<file path="config.mk">
export PLATFORM = sky130hd
export DESIGN_NAME = bcs_emit
export DESIGN_NICKNAME = d
export VERILOG_FILES = /design/src/design/bcs_pkg.sv /design/src/design/bcs_emit.sv
export SDC_FILE = /design/constraint.sdc
export NUM_CORES = 1
export LEC_CHECK = 0
export ABC_AREA = 1
export BUFFER_PORTS_ARGS = -buffer_cell sky130_fd_sc_hd__clkbuf_2
export CAP_MARGIN = 20
export CORE_AREA = 2 2 202 204
export DETAILED_ROUTE_END_ITERATION = 8
export DIE_AREA = 0 0 204 206
export PLACE_DENSITY = 0.73
export SYNTH_ARGS = -nofsm -noshare
export SYNTH_HDL_FRONTEND = slang
export SYNTH_SLANG_ARGS = --single-unit
</file>
<file path="constraint.sdc">
create_clock -name clk_i -period 6.4 [get_ports clk_i]
set_input_delay 0.96 -clock clk_i [delete_from_list [all_inputs] [get_ports clk_i]]
set_output_delay 0.96 -clock clk_i [all_outputs]
set_load 0.005 [all_outputs]
</file>
<file path="src/design/bcs_pkg.sv">
// Shared types and constants for the Bezier curve splitter.
// No dependencies; used by every module of the block.
`default_nettype none

package bcs_pkg;

  // Number of control points the emitter holds for one split curve.
  localparam int unsigned NUM_SEQ = 7;

  // Index of the final emitted point for each curve order.
  localparam logic [2:0] LAST_IDX_QUAD  = 3'd4;
  localparam logic [2:0] LAST_IDX_CUBIC = 3'd6;

  // Curve order codes as carried on the func input.
  localparam logic FUNC_QUAD  = 1'b0;
  localparam logic FUNC_CUBIC = 1'b1;

  // Valid flag and curve order passed along each internal link.
  typedef struct packed {
    logic valid;
    logic cubic;
  } bcs_link_t;

  // Sequencer states of the subdivision engine.
  typedef enum logic [1:0] {
    ENG_IDLE,
    ENG_MUL,
    ENG_ADD,
    ENG_DONE
  } bcs_eng_state_e;

endpackage

`default_nettype wire

</file>
<file path="src/design/bcs_emit.sv">
// Result side of the splitter: holds one finished point sequence and hands
// out one point per pop transaction. Depends on bcs_pkg.
`default_nettype none

module bcs_emit #(
  parameter int unsigned COORD_WIDTH = 32
) (
  input  wire logic                       clk_i,
  input  wire logic                       rst_ni,
  input  wire bcs_pkg::bcs_link_t         in_link_i,
  output logic                            ready_o,
  input  wire logic [7*COORD_WIDTH-1:0]   seq_x_i,
  input  wire logic [7*COORD_WIDTH-1:0]   seq_y_i,
  output logic                            empty,
  input  wire logic                       pop,
  output logic signed [COORD_WIDTH-1:0]   out_x_o,
  output logic signed [COORD_WIDTH-1:0]   out_y_o,
  output logic        [2:0]               point_index_o,
  output logic                            last_point_o
);

  localparam int unsigned W = COORD_WIDTH;

  logic [W-1:0] bx_q [bcs_pkg::NUM_SEQ];
  logic [W-1:0] by_q [bcs_pkg::NUM_SEQ];
  logic         busy_q;
  logic         cubic_q;
  logic [2:0]   idx_q;
  logic         take;
  logic         is_last;

  assign is_last = (idx_q == (cubic_q ? bcs_pkg::LAST_IDX_CUBIC : bcs_pkg::LAST_IDX_QUAD));
  assign take    = pop && busy_q;
  // A new sequence may enter when idle or as the final point leaves.
  assign ready_o = !busy_q || (take && is_last);

  always_ff @(posedge clk_i or negedge rst_ni) begin
    if (!rst_ni) begin
      busy_q <= 1'b0;
      idx_q  <= 3'd0;
    end else if (in_link_i.valid && ready_o) begin
      busy_q <= 1'b1;
      idx_q  <= 3'd0;
    end else if (take) begin
      busy_q <= !is_last;
      idx_q  <= idx_q + 3'd1;
    end
  end

  // Point bank, loaded whole from the engine.
  always_ff @(posedge clk_i) begin
    if (in_link_i.valid && ready_o) begin
      cubic_q <= in_link_i.cubic;
      for (int i = 0; i < bcs_pkg::NUM_SEQ; i++) begin
        bx_q[i] <= seq_x_i[i*W +: W];
        by_q[i] <= seq_y_i[i*W +: W];
      end
    end
  end

  assign empty         = !busy_q;
  assign out_x_o       = $signed(bx_q[idx_q]);
  assign out_y_o       = $signed(by_q[idx_q]);
  assign point_index_o = idx_q;
  assign last_point_o  = is_last;

endmodule

`default_nettype wire

</file>
# Word level (Yosys, flattened, before mapping)

Memory sizes are Yosys's and may differ from the RTL's.
Cells that the tools add are included.
Widths: inputs -> output; s select.

Bits in registers: 5
Memory bits (writable): 448
Input port bits: 453
Output and inout port bits: 70
Logic and storage cells: 21
Memories kept: 2

Memory list:

| memory | words | bits a word | rd ports | clocked after Yosys merged registers in | write ports | RTL line       | source |
|---|---|---|---|---|---|---|---|
| bx_q   | 7     | 32          | 1        | 0                                       | 7           | bcs_emit.sv:24 | `logic [W-1:0] bx_q [bcs_pkg::NUM_SEQ];` |
| by_q   | 7     | 32          | 1        | 0                                       | 7           | bcs_emit.sv:25 | `logic [W-1:0] by_q [bcs_pkg::NUM_SEQ];` |

Add/subtract/negate cells: 1
Eq/ne operators: 1
Mux-type cells: 7
Reductions and logical operators: 7

Operators by type and width:

| operator            | count |
|---|---|
| $mux 3              | 2 |
| $mux 1              | 4 |
| $add 3x1->3 const B | 1 |
| $eq 3x3->1          | 1 |
| $logic_and 1x1->1   | 3 |
| $logic_not 1->1     | 2 |
| $mux 2              | 1 |
| $reduce_bool 2->1   | 1 |
| $logic_or 1x1->1    | 1 |

# Depth between registers and ports, before layout

Depth after elaboration: 7
Depth in mapped cells: 8
Gate-level depth less buffers: 7

# Worst setup path before layout

Ideal clock, no wire load.

Path type: input to register
From: input port pop
To: memory bx_q[0][0] (netlist name), enable pin
Library setup time: 0.599 ns
Arrival: 6.009 ns
Required time: 5.801 ns
Slack: -0.208 ns
Stages on the path: 4
Buffers on the path: 0
Cells stage by stage: nand4_1 > nand2_1 > nand2_1 > inv_2

RTL lines:

| element            | RTL line       | source |
|---|---|---|
| start: declaration | bcs_emit.sv:15 | `input wire logic pop,` |
| end: declaration   | bcs_emit.sv:24 |  |

# Worst setup path after layout

From: register idx_q[1] (netlist: point_index_o[1])
To: output port out_y_o[13]

Longest elaborated chain between the ends: 1

Ends and longest elaborated chain:

| element                  | RTL line       | source |
|---|---|---|
| start: declaration       | bcs_emit.sv:28 | `logic [2:0] idx_q;` |
| start signal: assignment | bcs_emit.sv:46 | `idx_q <= idx_q + 3'd1;` |
| $mem_v2 7x32             | --             |  |
| end: declaration         | bcs_emit.sv:17 | `output logic signed [COORD_WIDTH-1:0] out_y_o,` |

Every way passes these cells.

==> summary.md <==
| Metric | Value |
|---|---|
| Status | `finished, final reports clean` |
| Min-delay worst type | `in2async` |
| CP required | `between 5 and 6 ns` |
| Post-synthesis sequential area ratio | `0.7744` |
| DIE WIDTH | `slightly above 200 um` |
| Nets@finish | `~2200` |
| Min cycle time layout | `roughly 4.3 ns` |
| Final WL | `roughly 46000 um` |
| Post-route setup TNS | `0 ns` |
| Seq cells post-synth | `between 400 and 500` |
| Share of cells above drive strength 1 | `0.3331` |
| Max Cap Violations | `0` |
| CTS Buffer Depth | `3` |
| Setup WS pre-CTS | `roughly 2.1 ns` |
| Pwr/cell area | `between 400 and 500 mW/mm2` |
| Crit Path Category | `reg2out` |
| Most common cell after layout, fill and taps aside | `clkbuf_2` |
| CTS tree | `built` |
| Synth top area share | `0.7687` |
| Hold Buf Count CTS | `0` |
| Pre-antenna DRT Iters | `5` |
| Crit. End Element | `output port` |
| Placed instance count | `about 2300` |
| Most frequent cells in the layout | `clkbuf_2 (522), edfxtp_1 (449), nand2_1 (269)` |
| Most area-consuming cells after synthesis | `edfxtp_1 (77%), nand2_1 (5.8%), nor2_1 (2.8%)` |
| H-tree levels | `2` |
| Final hold viol count | `0` |
| Ports | `roughly 520` |
| Routed Antenna Nets | `0` |
| Async set or reset register ratio after synthesis | `0.008830` |
| Worst slew pin tran | `1.137 ns` |
| Worst-path cell chain | `inv_6 > buf_4 > nand3_1 > o211ai_1 > nand2_1 > clkbuf_2` |
| Gate Count Post-Synth | `around 1300` |
| Clk slew on worst S/H paths | `about 0.060 ns` |
| CP bufs+invs | `3` |
| Slew Limit Fails | `0` |
| Post-synth EDFFs | `between 400 and 500` |
| Post-synth cell types | `22` |
| Final WS setup | `~2.1 ns` |
| Clk root buf | `clkbuf_16` |
| FMAX | `roughly 0.23 GHz` |
| Critical Path Fanout Max | `107` |
| Layout overhead on the synthesized area | `24.45%` |
| Detail Placement HPWL | `between 30000 and 40000 um` |
| Initial antenna violation count | `4` |
| Yosys warnings | `0` |
| Full die area | `between 0.04 and 0.05 mm2` |
| Number of global-route vias before repair | `11721` |
| Iter 0 DRT Violations | `around 980` |
| Gr ovfl total | `0` |
| Worst path top cell family by delay | `buffers and inverters` |
| Leakage | `between 8 and 9 nW` |
| Vias | `between 10000 and 15000` |
| CTS-repair resized insts | `0` |
| Core area | `about 0.04 mm2` |
| Routed WL per cell | `19.59 um` |
| Setup Fix Bufs, Post-CTS | `0` |
| CP startpoint kind | `register` |
| Total clock sinks | `between 400 and 500` |
| Crit path largest cell delay | `0.80 ns` |
| Cell Area, Placed | `approximately 0.02 mm2` |
| CP max-delay cell | `buf_4` |
| Non-Filler Instances | `~2300` |
| Final period util | `0.6673` |
| Num CTS Buffers | `47` |
| Cell area after layout | `around 0.022 mm2` |
| DRC violations left | `0` |
| Mapped cell area | `~0.018 mm2` |
| GPL Wtd Cong | `roughly 0.84` |
| RSZ-0062 raised after global routing | `no` |
| Vias/cell | `between 5 and 6` |
| Slew margin rel. | `0.2418` |
| Initial core utilization | `0.4365` |
| Flop-to-flop setup slack | `between 2 and 2.5 ns` |
| Input/output buffers | `around 520` |
| Die height | `206 um` |
| Std cell rows | `74` |
| Syn_area_per_cell | `roughly 14 um2` |
| Synth Flop Type | `edfxtp_1` |
| Global-route wire length before repair | `between 60000 and 70000 um` |
| Area leader, netlist | `edfxtp_1` |
| Peak VDD IR | `307.1 uV` |
| Final setup vio count | `0` |
| Worst-skew pair later-pin latency | `0.56 ns` |
| Critical Path AT | `3.31 ns` |
| Overall Global Routing Usage | `0.2103` |
| Clk_skew | `roughly 0.013 ns` |
| Largest net degree at the start of global routing | `201` |
| Syn Nets | `1726` |
## worst register-to-register path: stages (launching register included)
cell and delay [ns]:
dfrtp_2 0.34, buf_4 0.70, inv_2 0.05, buf_4 0.44
nor2_1 0.27, nand4_1 0.11, nand2_1 0.11, nand2_1 0.24
inv_16 0.57, buf_4 0.95
## flip-flops by register name, summed over array words and instances, names as in the netlist
| register | flops |
|---|---|
| by_q | 224 |
| bx_q | 224 |
| busy_q | 1 |
| cubic_q | 1 |
| point_index_o | 3 |
## worst paths after layout
| kind | startpoint | end | cells after the start |
|---|---|---|---|
| setup / recovery | point_index_o[1] | out_y_o[13] | 6 |
| hold reg to reg | busy_q | busy_q | 2 |
| min in group clk_i | seq_x_i[31] | bx_q[0][31] | 1 |
| hold / removal | rst_ni | point_index_o[1] | 1 |
| max in group asynchronous | rst_ni | point_index_o[0] | 1 |
| setup reg to reg | point_index_o[2] | bx_q[5][25] | 9 |
## layout make-up
| class | instances | area [um2] |
|---|---|---|
| tap | 532 | 665.6 |
| sequential | 453 | 13590 |
| clock buffer | 60 | 1267 |
| timing repair buffer | 532 | 2700 |
| inverter | 9 | 60.06 |
| clock inverter | 21 | 147.6 |
| fill | 3309 | 18360 |
| multi-input combinational | 726 | 3393 |
| antenna | 2 | 5.005 |
## stage by stage
stage,power (mW),utilization,hold WS (ns)
4_1_cts,9.265,0.5431,0.1683
2_1_floorplan,5.725,-,0.5446
3_3_place_gp,6.664,0.5079,0.5978
5_1_grt,9.682,0.5432,0.1818
3_5_place_dp,6.728,0.5079,0.5923
6_report,9.169,0.5432,0.2052
## report_power, final
part           switching, mW  total [mW]  internal, mW  leakage [nW]
Clock                   1.06        2.53          1.47         0.690
Combinational           1.94        2.90         0.957          3.76
Sequential            0.0966        3.74          3.64          4.11
Total                   3.10        9.17          6.07          8.57
## cell usage after synthesis, types with 3 or more instances
master    instances
edfxtp_1        449
nand2_1         269
nor2_1          132
o21ai_0          76
nand3_1          64
o211ai_1         64
o22ai_1          64
o21ai_1          51
clkbuf_1         34
buf_6            22
buf_2            17
buf_4             7
inv_1             5
buf_1             4
dfrtp_1           4
inv_2             3
## layer usage
metal  wire length (um)  track usage
met5                 29            0
met1              17540       0.2644
met4               1700      0.09394
met2              22050       0.3432
met3               4416      0.05613
## kinds of logic after synthesis
group                    count (synthesis)  synth area share
AO/OA/AOI/OAI                          257           0.08745
flip-flops                             453            0.7744
AND/OR/NAND/NOR                        467            0.1048
adder cells (fa/ha/maj)                  1         0.0007132
buffers and inverters                   93           0.03217
XOR/XNOR                                 1         0.0004994
No activity file was read; power rests on OpenSTA's default activity.
