## src/design/bcs_pkg.sv

```systemverilog
// Shared types and constants for the Bezier curve splitter.
// No dependencies; used by every module of the block.
`default_nettype none

package bcs_pkg;

  // Number of control points the emitter holds for one split curve.
  localparam int unsigned NUM_SEQ = 7;

  // Index of the final emitted point for each curve order.
  localparam logic [2:0] LAST_IDX_QUAD  = 3'd4;
  localparam logic [2:0] LAST_IDX_CUBIC = 3'd6;

  // Curve order codes as carried on the func input.
  localparam logic FUNC_QUAD  = 1'b0;
  localparam logic FUNC_CUBIC = 1'b1;

  // Valid flag and curve order passed along each internal link.
  typedef struct packed {
    logic valid;
    logic cubic;
  } bcs_link_t;

  // Sequencer states of the subdivision engine.
  typedef enum logic [1:0] {
    ENG_IDLE,
    ENG_MUL,
    ENG_ADD,
    ENG_DONE
  } bcs_eng_state_e;

endpackage

`default_nettype wire

```

## src/design/bcs_front.sv

```systemverilog
// Input side of the splitter: saturates t, classifies the curve order and
// buffers the item in a two-entry queue. Depends on bcs_pkg.
`default_nettype none

module bcs_front #(
  parameter int unsigned COORD_WIDTH = 32,
  parameter int unsigned T_FRAC_BITS = 16
) (
  input  wire logic                       clk_i,
  input  wire logic                       rst_ni,
  input  wire logic                       push,
  output logic                            full,
  input  wire logic                       func_i,
  input  wire logic [T_FRAC_BITS:0]       param_t_i,
  input  wire logic [8*COORD_WIDTH-1:0]   coords_i,
  input  wire logic                       pop_i,
  output bcs_pkg::bcs_link_t              link_o,
  output logic      [T_FRAC_BITS:0]       item_t_o,
  output logic      [8*COORD_WIDTH-1:0]   item_c_o
);

  localparam int unsigned IW = 1 + (T_FRAC_BITS + 1) + 8 * COORD_WIDTH;
  localparam logic [T_FRAC_BITS:0] T_ONE = {1'b1, {T_FRAC_BITS{1'b0}}};

  logic [T_FRAC_BITS:0] t_sat;
  logic                 wr_en;
  logic                 rd_en;
  logic [IW-1:0]        ent_q [2];
  logic                 wr_ptr_q, wr_ptr_d;
  logic                 rd_ptr_q, rd_ptr_d;
  logic [1:0]           cnt_q, cnt_d;
  logic [IW-1:0]        head;

  // Values of t above one are clamped to exactly one.
  always_comb begin
    if (param_t_i[T_FRAC_BITS] && (|param_t_i[T_FRAC_BITS-1:0])) begin
      t_sat = T_ONE;
    end else begin
      t_sat = param_t_i;
    end
  end

  assign full  = (cnt_q == 2'd2);
  assign wr_en = push && !full;
  assign rd_en = pop_i && (cnt_q != 2'd0);

  // Queue pointers and fill count.
  always_comb begin
    wr_ptr_d = wr_en ? ~wr_ptr_q : wr_ptr_q;
    rd_ptr_d = rd_en ? ~rd_ptr_q : rd_ptr_q;
    cnt_d    = cnt_q;
    if (wr_en && !rd_en) begin
      cnt_d = cnt_q + 2'd1;
    end else if (rd_en && !wr_en) begin
      cnt_d = cnt_q - 2'd1;
    end
  end

  always_ff @(posedge clk_i or negedge rst_ni) begin
    if (!rst_ni) begin
      wr_ptr_q <= 1'b0;
      rd_ptr_q <= 1'b0;
      cnt_q    <= 2'd0;
    end else begin
      wr_ptr_q <= wr_ptr_d;
      rd_ptr_q <= rd_ptr_d;
      cnt_q    <= cnt_d;
    end
  end

  // Queue storage, written with the classified transaction.
  always_ff @(posedge clk_i) begin
    if (wr_en) begin
      ent_q[wr_ptr_q] <= {(func_i == bcs_pkg::FUNC_CUBIC), t_sat, coords_i};
    end
  end

  assign head         = ent_q[rd_ptr_q];
  assign link_o.valid = (cnt_q != 2'd0);
  assign link_o.cubic = head[IW-1];
  assign item_t_o     = head[IW-2 -: (T_FRAC_BITS + 1)];
  assign item_c_o     = head[8*COORD_WIDTH-1:0];

endmodule

`default_nettype wire

```

## config.mk

```make
export PLATFORM = sky130hd
export DESIGN_NAME = bcs_front
export DESIGN_NICKNAME = d
export VERILOG_FILES = /design/src/design/bcs_pkg.sv /design/src/design/bcs_front.sv
export SDC_FILE = /design/constraint.sdc
export NUM_CORES = 1
export LEC_CHECK = 0
export BUFFER_PORTS_ARGS = -buffer_cell sky130_fd_sc_hd__clkbuf_2
export CORE_MARGIN = 4
export CORE_UTILIZATION = 30
export CTS_CLUSTER_SIZE = 25
export DETAILED_ROUTE_END_ITERATION = 7
export HOLD_SLACK_MARGIN = 0.06
export PLACE_DENSITY = 0.62
export SLEW_MARGIN = 15
export SYNTH_ARGS = -nofsm -noshare
export SYNTH_HDL_FRONTEND = slang
export SYNTH_SLANG_ARGS = --single-unit
```

## constraint.sdc

```tcl
create_clock -name clk_i -period 27 [get_ports clk_i]
set_input_delay 5.4 -clock clk_i [delete_from_list [all_inputs] [get_ports clk_i]]
set_output_delay 5.4 -clock clk_i [all_outputs]
set_load 0.005 [all_outputs]
```

### After elaboration in Yosys (flattened, before gate mapping)

Memory sizes are Yosys's and may differ from the RTL's.
Index checks and enable logic that the tools add are counted.
Widths: inputs -> output; s select.

* register bits after elaboration: 4
* bits in writable memories: 548
* output and inout bits: 276
* word-level logic and storage cells: 25
* memories kept: 1

Memories
* ent_q: depth 2, bits a word 274, read ports 1, clocked after Yosys merged registers in 0, write ports 1, RTL line bcs_front.sv:28 `logic [IW-1:0] ent_q [2];`

* add/sub/neg operators: 2
* equality and inequality tests: 1
* muxes and demuxes: 5
* bitwise operators: 2
* reduce and logical (&&, ||, !) cells: 11

Operator list (count)
* $mux 17: 1
* $reduce_or 16->1: 1
* $logic_and 1x1->1: 5
* $mux 2: 2
* $reduce_bool 2->1: 2
* $logic_not 1->1: 3
* $add 2x1->2 const B: 1
* $eq 2x2->1 const B: 1
* $mux 1: 2
* $not 1->1: 2
* $sub 2x1->2 const B: 1

### Logic depth before layout (Yosys ltp)

Gate-level depths: netlist (run 1).

* depth in word-level cells: 7
* gate-level depth with buffers: 7
* gate-level depth less buffers: 7

### Least setup slack after synthesis (run 1)

OpenSTA, ideal clock, no wires.

* path kind: input-to-reg
* start: input port push
* end: memory ent_q[0][0] in the netlist's numbering, enable pin
* arrival time: 16.836 ns
* data required time: 26.086 ns
* setup slack: 9.250 ns
* stages on the path: 2
* path buffers: 0
* cell sequence: nand2_1 > nor2_1

* word-level cells in the longest chain between the ends: 3

RTL lines
* start, declared: RTL line bcs_front.sv:11 `input wire logic push,`
* $logic_and 1x1->1: RTL line bcs_front.sv:44 `assign wr_en = push && !full;`
* $mux 1: RTL line bcs_front.sv:73 `if (wr_en) begin`
* $mux 1 (not written as such): RTL line bcs_front.sv:74 `ent_q[wr_ptr_q] <= {(func_i == bcs_pkg::FUNC_CUBIC), t_sat, coords_i};`
* end, declared: RTL line bcs_front.sv:28

No other way between the ends.

### Final worst setup path (run 1)

* start: register rd_ptr_q
* end: output port item_c_o[198]

* word-level cells in the longest chain between the ends: 1

RTL lines
* start, declared: RTL line bcs_front.sv:30 `logic rd_ptr_q, rd_ptr_d;`
* start signal, assigned: RTL line bcs_front.sv:66 `rd_ptr_q <= rd_ptr_d;`
* $mem_v2 2x274
* end, declared: RTL line bcs_front.sv:19 `output logic [8*COORD_WIDTH-1:0] item_c_o`

No other way between the ends.

==> results_dict.tcl, run 1 <==
set metrics [dict create \
    outcome "finished, final reports clean" \
    avgSynthCellArea_sq_um 22.7 \
    use_met3 0.0391 \
    syn_area_sq_um 20300 \
    drtPass1Iterations 4 \
    path_class "flop to primary output" \
    die_w_um 268 \
    fp.dieH_um 268 \
    hold_violations 0 \
    antenna_found_initial 0 \
    finalCritPeriodShare 0.346 \
    drv_slew 0 \
    ios 554 \
    grt_start_max_net_pins 77 \
    tritoncts "built" \
    path_clk_slew_ps 60 \
    min_path_type "flop to flop" \
    postCtsHoldBufs 0 \
    use_met1 0.131 \
    fmax_ghz 0.107 \
    h-tree-depth 2 \
    clockBufferDepth 3 \
    yosysSeqAreaShare 0.815 \
    busiest_layer "met2" \
    fillCellCount 6171 \
    maxCapViolCount 0 \
    arrival_ps 3930 \
    layout_common_cells "clkbuf_2, edfxtp_1, mux2_2, clkbuf_16, nor2b_1" \
    design_area_sq_um 25800 \
    finalClockSkew_ps 16.1 \
    cts_sinks 552 \
    worstRegToRegCells 4 \
    path_cells "buf_4 > buf_4 > mux2_2 > clkbuf_2" \
    routabilityCongestion 0.766 \
    startpoint_type "flop" \
    slew_headroom 0.274 \
    drtAntennaViolNets 0 \
    route.detailed.drc 0 \
    fin_tns_setup_ps 0 \
    cts_inserted_buffers 56 \
    postPlaceCellArea_sq_um 23900 \
    drive_gt1_frac 0.602 \
    cts_setup_buffers 0 \
    core_region_area_sq_um 67200 \
    synthToLayoutAreaGrowth_pct 26.8 \
    num_vias 10400 \
    clkLatencyLatePin_ps 590 \
    initial_core_util 0.302 \
    io_buffers 553 \
    yosysUniqueCellTypes 22 \
    p_per_area_nw_per_um2 105 \
    grt_pass1_wl_um 66000 \
    ctsRootBufferMaster "clkbuf_16" \
    synth_nets 1174 \
    cp_slowest_cell "dfrtp_4" \
    worst_pin_slew_ps 1090 \
    nNetsFinal 1763 \
    grt_pass1_vias 11100 \
    setup_viol 0 \
    cp.required_ps 21600 \
    yosys_register_bits 552 \
    ir_worst_vdd_mv 0.0707 \
    viasPerCell 4.31 \
    netlist_instances 895 \
    cp-end-kind "primary output" \
    drt_iter0_markers 493 \
    leakagePower_nw 9.61 \
    gr-total-overflow 0 \
    drt-total-wl_um 45900 \
    num_rows 95 \
    die-area_sq_um 71900 \
    cts.repair.resized 0 \
    rsz0062_at_grt "no" \
    wl_per_cell_um 19.1 \
    final_common_cell "clkbuf_2" \
    grtUsageMet2 0.217 \
    crit_fanout 70 \
    yosysWarnings 0 \
    grt_use_total 0.120 \
    dp_hpwl_um 32300 \
    crit_path_max_incr_delay_ps 970 \
    min_path_cells 1 \
    path_common_cell "buf_4" \
    period_needed_ps 9330 \
]
==> path summary, 6_finish.rpt <==
kind	startpoint	endpoint	slack, ps
setup / recovery	rd_ptr_q	item_c_o[198]	17670
hold / removal	cnt_q[1]	cnt_q[1]	500
setup reg to reg	cnt_q[0]	ent_q[1][116]	23380
hold reg to reg	cnt_q[1]	cnt_q[1]	500
max in group asynchronous	rst_ni	rd_ptr_q	22200
min in group asynchronous	rst_ni	wr_ptr_q	4630
==> where the power goes <==
group / internal, mW / total [mW] / switching [mW]
Combinational: 0.340 / 0.718 / 0.377
Clock: 0.445 / 0.764 / 0.319
Sequential: 1.17 / 1.23 / 0.0590
==> synth_stat cells <==
library cell  number  area share
nor4_4             2      0.0021
edfxtp_1         548        0.81
and3_1             1     0.00031
or2_2              1     0.00031
inv_1              3     0.00055
xor2_1             2     0.00086
ha_1               1     0.00062
mux2_4            10      0.0074
dfrtp_1            4      0.0049
buf_2              3     0.00074
xnor2_1            3      0.0013
nor2b_2            1     0.00043
clkbuf_1           1     0.00018
nor2b_1           15      0.0046
buf_6             28       0.016
nor2_1             2     0.00037
nor4_2             2      0.0012
nand2b_1           1     0.00031
mux2_2           253        0.14
mux2_1            11      0.0061
a41oi_4            1      0.0014
nand2_1            2     0.00037
==> cell families after synthesis <==
group           Yosys count  synth area share
buf+inv                  35            0.0170
mux                     274             0.154
flops                   552             0.815
xor+xnor                  5           0.00216
compound gates            1           0.00136
simple gates             27            0.0100
fa+ha+maj                 1          0.000616
==> worst max-delay path: cells and delay by family (launching register included) <==
family,cells,cell delay [ps]
multiplexers,1,430
buffers and inverters,3,1750
flip-flops,1,970
==> per-layer routing <==
metal | part of all wire | vias to the layer above
met1 | 0.36 | 5144
met3 | 0.085 | 79
li1 | - | 4767
met5 | 0 | -
met2 | 0.53 | 388
met4 | 0.027 | 0
==> flip-flops by register name (all words and copies together), names as in the netlist <==
name,flops
ent_q,548
wr_ptr_q,1
rd_ptr_q,1
cnt_q,2
==> area by class of cell <==
class,instances,area [sq um],share of cell area
Antenna cell,1,2.50,0.0000971
Clock buffer,65,1460,0.0565
Clock inverter,41,377,0.0146
Inverter,3,11.3,0.000437
Multi-Input combinational cell,308,3420,0.133
Sequential cell,552,16600,0.643
Tap cell,873,1090,0.0424
Timing Repair Buffer,563,2840,0.110
==> metrics by stage <==
stage | setup WS (ps) | total power, mW | utilization | cells | hold slack [ps]
floorplan | 9250 | 1.75 | - | 895 | 456
global placement | 18320 | 1.97 | 0.356 | 2299 | 473
detailed placement | 18240 | 1.99 | 0.356 | 2299 | 501
CTS | 17560 | 2.76 | 0.384 | 2405 | 510
global route | 17420 | 2.85 | 0.384 | 2405 | 525
finish | 17670 | 2.71 | 0.384 | 2406 | 499
(Power assumes the default switching activity.)
==> run 2, diff against run 1 <==
--- a/config.mk
+++ b/config.mk
@@ -11,7 +11,7 @@
 export CTS_CLUSTER_SIZE = 25
 export DETAILED_ROUTE_END_ITERATION = 7
 export HOLD_SLACK_MARGIN = 0.06
-export PLACE_DENSITY = 0.62
+export PLACE_DENSITY = 0.63
 export SLEW_MARGIN = 15
 export SYNTH_ARGS = -nofsm -noshare
 export SYNTH_HDL_FRONTEND = slang
==> constraint.sdc (replaced) <==
create_clock -name clk_i -period 7.85 [get_ports clk_i]
set_input_delay 1.57 -clock clk_i [delete_from_list [all_inputs] [get_ports clk_i]]
set_output_delay 1.57 -clock clk_i [all_outputs]
set_load 0.005 [all_outputs]
==> results_dict.tcl, run 2 (same netlist as run 1, synthesis figures left out) <==
set metrics [dict create \
    finalClockSkew_ps 23.9 \
    p_per_area_nw_per_um2 364 \
    grt_use_total 0.120 \
    finalCritPeriodShare 0.590 \
    cp-end-kind "primary output" \
    num_rows 95 \
    hp-start "cnt_q[1]" \
    setup_viol 0 \
    path_clk_slew_ps 50 \
    viasPerCell 4.31 \
    core_region_area_sq_um 67200 \
    clockBufferDepth 3 \
    largest_reg_flops 548 \
    die-area_sq_um 71900 \
    drv_slew 0 \
    fillCellCount 6181 \
    grt_start_max_net_pins 172 \
    drt-total-wl_um 46100 \
    dp_hpwl_um 31700 \
    gr-total-overflow 0 \
    antenna_found_initial 5 \
    top_regs "ent_q (548), cnt_q (2)" \
    leakagePower_nw 9.63 \
    grt_pass1_wl_um 66100 \
    cts_inserted_buffers 58 \
    num_vias 10400 \
    crit_fanout 158 \
    drtPass1Iterations 5 \
    ctsRootBufferMaster "clkbuf_16" \
    h-tree-depth 2 \
    tritoncts "built" \
    postCtsHoldBufs 0 \
    drt_iter0_markers 587 \
    route.detailed.drc 0 \
    drive_gt1_frac 0.596 \
    period_needed_ps 4630 \
    cp.required_ps 6280 \
    outcome "finished, final reports clean" \
    hold_violations 0 \
    wl_per_cell_um 19.2 \
    fin_tns_setup_ps 0 \
    cts_sinks 552 \
    min_path_type "flop to flop" \
    postPlaceCellArea_sq_um 23900 \
    clkLatencyLatePin_ps 590 \
    layout_common_cells "clkbuf_2, edfxtp_1, mux2_2, clkbuf_16" \
    routabilityCongestion 0.766 \
    fp.dieH_um 268 \
    io_buffers 553 \
    drtAntennaViolNets 0 \
    cts.repair.resized 0 \
    worstReg2RegStart "cnt_q[0]" \
    worst_pin_slew_ps 1330 \
    final_common_cell "clkbuf_2" \
    rsz0062_at_grt "no" \
    initial_core_util 0.302 \
    design_area_sq_um 25800 \
    maxCapViolCount 0 \
    cts_setup_buffers 0 \
    synthToLayoutAreaGrowth_pct 27.2 \
    startpoint "rd_ptr_q" \
    startpoint_type "flop" \
    ir_worst_vdd_mv 0.277 \
    grt_pass1_vias 11000 \
    ios 554 \
    fin_hold_ws_ps 490 \
    arrival_ps 3060 \
    slew_headroom 0.114 \
    finalPower_mw 9.42 \
    die_w_um 268 \
    path_class "flop to primary output" \
    top_register "ent_q" \
    nNetsFinal 1762 \
    fmax_ghz 0.216 \
]
-- run 2: changes by cell type in the layout (fill, tap and decap cells not counted), moves of 2 or more --
cell / change
inv_6: -2
buf_4: -6
diode_2: +2
buf_12: +3
clkinvlp_4: -3
clkbuf_16: +4
clkbuf_1: +7
clkinv_2: -7
clkinv_1: +3
-- run 2: worst paths after layout --
| path | end | slack, ps | cells past startpoint |
|---|---|---|---|
| setup / recovery | item_c_o[106] | 3220 | 3 |
| setup reg to reg | ent_q[0][126] | 4820 | 5 |
| max in group asynchronous | rd_ptr_q | 6870 | 1 |
| hold / removal | cnt_q[1] | 490 | 1 |
| min in group asynchronous | wr_ptr_q | 800 | 1 |
| hold reg to reg | cnt_q[1] | 490 | 1 |
-- run 2: layout make-up --
| type | instances | area [sq um] | share of cell area |
|---|---|---|---|
| sequential | 552 | 16600 | 0.641 |
| inverter | 3 | 11.3 | 0.000436 |
| timing repair buffer | 560 | 2860 | 0.111 |
| antenna | 3 | 7.51 | 0.000291 |
| tap | 873 | 1090 | 0.0423 |
| multi-input combinational | 308 | 3420 | 0.132 |
| clock buffer | 77 | 1600 | 0.0618 |
| clock inverter | 32 | 292 | 0.0113 |
-- run 2: per-layer routing --
layer,share of wire,GRT usage,vias to the layer above
li1,-,-,4762
met1,0.37,0.135,5178
met2,0.52,0.216,349
met3,0.078,0.0386,77
met4,0.028,0.0423,4
met5,0.00059,0,-
-- run 2: through the flow --
step,util,instances,setup slack [ps]
after global routing,0.385,2406,3100
after global placement,0.357,2296,3860
final,0.385,2408,3220
after detailed placement,0.357,2296,3860
after CTS,0.385,2405,3270
after floorplan,-,895,1670
-- run 2: report_power, final --
group          total, mW  switching, mW  internal (mW)
combinational       2.52           1.33           1.19
clock               2.68           1.09           1.59
sequential          4.23          0.184           4.04
total               9.42           2.60           6.82
-- run 2: worst max-delay path: stages (launching register included) --
cell      delay, ps
dfrtp_4         850
buf_12          470
mux2_2          460
clkbuf_2        130
==> run 3, diff against run 2 <==
--- a/config.mk
+++ b/config.mk
@@ -5,6 +5,7 @@
 export SDC_FILE = /design/constraint.sdc
 export NUM_CORES = 1
 export LEC_CHECK = 0
+export ABC_AREA = 1
 export BUFFER_PORTS_ARGS = -buffer_cell sky130_fd_sc_hd__clkbuf_2
 export CORE_MARGIN = 4
 export CORE_UTILIZATION = 30
==> constraint.sdc (replaced) <==
create_clock -name clk_i -period 3.8 [get_ports clk_i]
set_input_delay 0.76 -clock clk_i [delete_from_list [all_inputs] [get_ports clk_i]]
set_output_delay 0.76 -clock clk_i [all_outputs]
set_load 0.005 [all_outputs]
==> results_dict.tcl, run 3 <==
set metrics [dict create \
    ios 554 \
    wl_per_cell_um 17.0 \
    drv_slew 0 \
    synth_ff_type "edfxtp_1" \
    drt-total-wl_um 51200 \
    largest_reg_flops 548 \
    netlist_instances 1507 \
    synthToLayoutAreaGrowth_pct 28.3 \
    cts.repair.resized 0 \
    layout_common_cells "nand2_1, clkbuf_2, edfxtp_1, clkbuf_16, inv_1" \
    yosysMostFrequentCell "nand2_1" \
    cts_sinks 552 \
    drive_gt1_frac 0.321 \
    synth_top_cell_by_area "edfxtp_1" \
    power_switching_mw 6.60 \
    fp.dieH_um 269 \
    place_inst 2893 \
    p_seq_frac 0.424 \
    synth_commonest_cells "nand2_1, edfxtp_1, buf_2" \
    yosysSeqAreaShare 0.813 \
    fmax_ghz 0.316 \
    antenna_found_initial 8 \
    crit_fanout 86 \
    period_needed_ps 3170 \
    path_class "flop to primary output" \
    pre_cts_ws_ps 1250 \
    fillCellCount 6376 \
    clkPwrFrac 0.277 \
    initial_core_util 0.303 \
    startpoint_type "flop" \
    leakagePower_nw 11.2 \
    grt_start_max_net_pins 107 \
    viasPerCell 4.29 \
    postPlaceCellArea_sq_um 24200 \
    die-area_sq_um 72100 \
    syn_area_sq_um 20400 \
    dp_hpwl_um 35000 \
    top_register "ent_q" \
    wl_met2_um 25700 \
    setup_ws_ps 632 \
    multi_input_area_sq_um 3380 \
    yosysUniqueCellTypes 18 \
    routabilityCongestion 0.833 \
    maxCapViolCount 0 \
    p_per_area_nw_per_um2 776 \
    pwr-share-comb 0.298 \
    rsz0062_at_grt "no" \
    core_region_area_sq_um 67300 \
    stdcell_count 3005 \
    avgSynthCellArea_sq_um 13.5 \
    outcome "finished, final reports clean" \
    top_regs "ent_q (548), cnt_q (2)" \
    clockBufferDepth 3 \
    clkLatencyLatePin_ps 600 \
    path_clk_slew_ps 60 \
    io_buffers 553 \
    cp-end-kind "primary output" \
    wl_met1_um 19600 \
    arrival_ps 2410 \
    gr-total-overflow 0 \
    grt_use_total 0.134 \
    die_w_um 269 \
    synth_nets 1786 \
    tritoncts "built" \
    regArea_sq_um 16600 \
    drtPass1Iterations 5 \
    slew_headroom 0.396 \
    finalPower_mw 20.3 \
    min_path_type "input port to flop" \
    fin_hold_ws_ps 345 \
    synthTopCellsByArea "edfxtp_1, nand2_1, buf_2" \
    setup_viol 0 \
    final_common_cell "nand2_1" \
    finalCritPeriodShare 0.834 \
    cts_inserted_buffers 58 \
    p_sw_frac 0.325 \
    yosysTopAreaCellShare 0.808 \
    p_int_mw 13.7 \
    fin_tns_setup_ps 0 \
    synth_edf_count 548 \
    wl_met3_um 4260 \
    async_flop_share 0.00725 \
    finalClockSkew_ps 18.0 \
    num_vias 12900 \
    drt_iter0_markers 910 \
    yosys_register_bits 552 \
    drtAntennaViolNets 0 \
    route.detailed.drc 0 \
    cp.required_ps 3040 \
    highest-signal-layer "met5" \
    grt_pass1_wl_um 74700 \
    worst_pin_slew_ps 906 \
    num_rows 95 \
    fin_util 0.388 \
    yosysWarnings 0 \
    nNetsFinal 2360 \
    ctsRootBufferMaster "clkbuf_16" \
    grt_pass1_vias 13000 \
    design_area_sq_um 26100 \
    hold_violations 0 \
    ir_worst_vdd_mv 0.468 \
    h-tree-depth 2 \
    cts_setup_buffers 0 \
]
[run 3: final timing paths]
path	from	end	slack, ps	cells after the start
worst min-delay path	coords_i[15]	ent_q[1][15]	350	1
max in group asynchronous	rst_ni	rd_ptr_q	3140	2
worst max register to register	cnt_q[1]	ent_q[0][192]	1700	4
worst min register to register	cnt_q[0]	cnt_q[0]	600	1
min in group asynchronous	rst_ni	rd_ptr_q	520	2
worst max-delay path	rd_ptr_q	item_c_o[153]	630	5
[run 3: repair_timing]
action | CTS | global route
setup endpoints to repair | 0 | 0
hold buffers | 1 | 0
hold endpoints to repair | 4 | 0
[run 3: kinds of logic (layout without fill, tap and decap cells)]
kind of cell    Yosys count  after routing  share of synthesized area
buf+inv                  86            708                     0.0222
xor+xnor                  3              3                    0.00129
compound gates           17             17                    0.00602
flops                   552            552                      0.813
other cells               0              3                          0
fa+ha+maj                 1              1                   0.000614
simple gates            848            848                      0.157
[run 3: layout make-up]
| cell class | instances | area share |
|---|---|---|
| multi-input combinational | 869 | 0.129 |
| clock inverter | 36 | 0.0141 |
| timing repair buffer | 579 | 0.119 |
| tap | 873 | 0.0418 |
| sequential | 552 | 0.634 |
| clock buffer | 72 | 0.0584 |
| inverter | 21 | 0.00331 |
| antenna | 3 | 0.000287 |
[run 3: worst max-delay path, stage by stage (launching register included)]
cell and delay (ps):
dfrtp_4 520, inv_8 440, buf_12 350, nand2_1 80, nand2_1 140, clkbuf_2 140
[run 3: power groups by stage]
stage / clock network [mW] / registers, mW / logic [mW]
after floorplan: 0 / 8.85 / 3.14
after global placement: 0 / 8.68 / 6.10
after detailed placement: 0 / 8.73 / 6.18
after CTS: 5.80 / 8.61 / 6.21
after global routing: 6.08 / 8.69 / 6.79
final: 5.62 / 8.60 / 6.05
[run 3: layer usage]
layer / global-route usage / vias to the layer above
met1: 0.153 / 6108
met4: 0.0502 / 8
met2: 0.233 / 450
met5: 0 / -
met3: 0.0446 / 99
li1: - / 6231
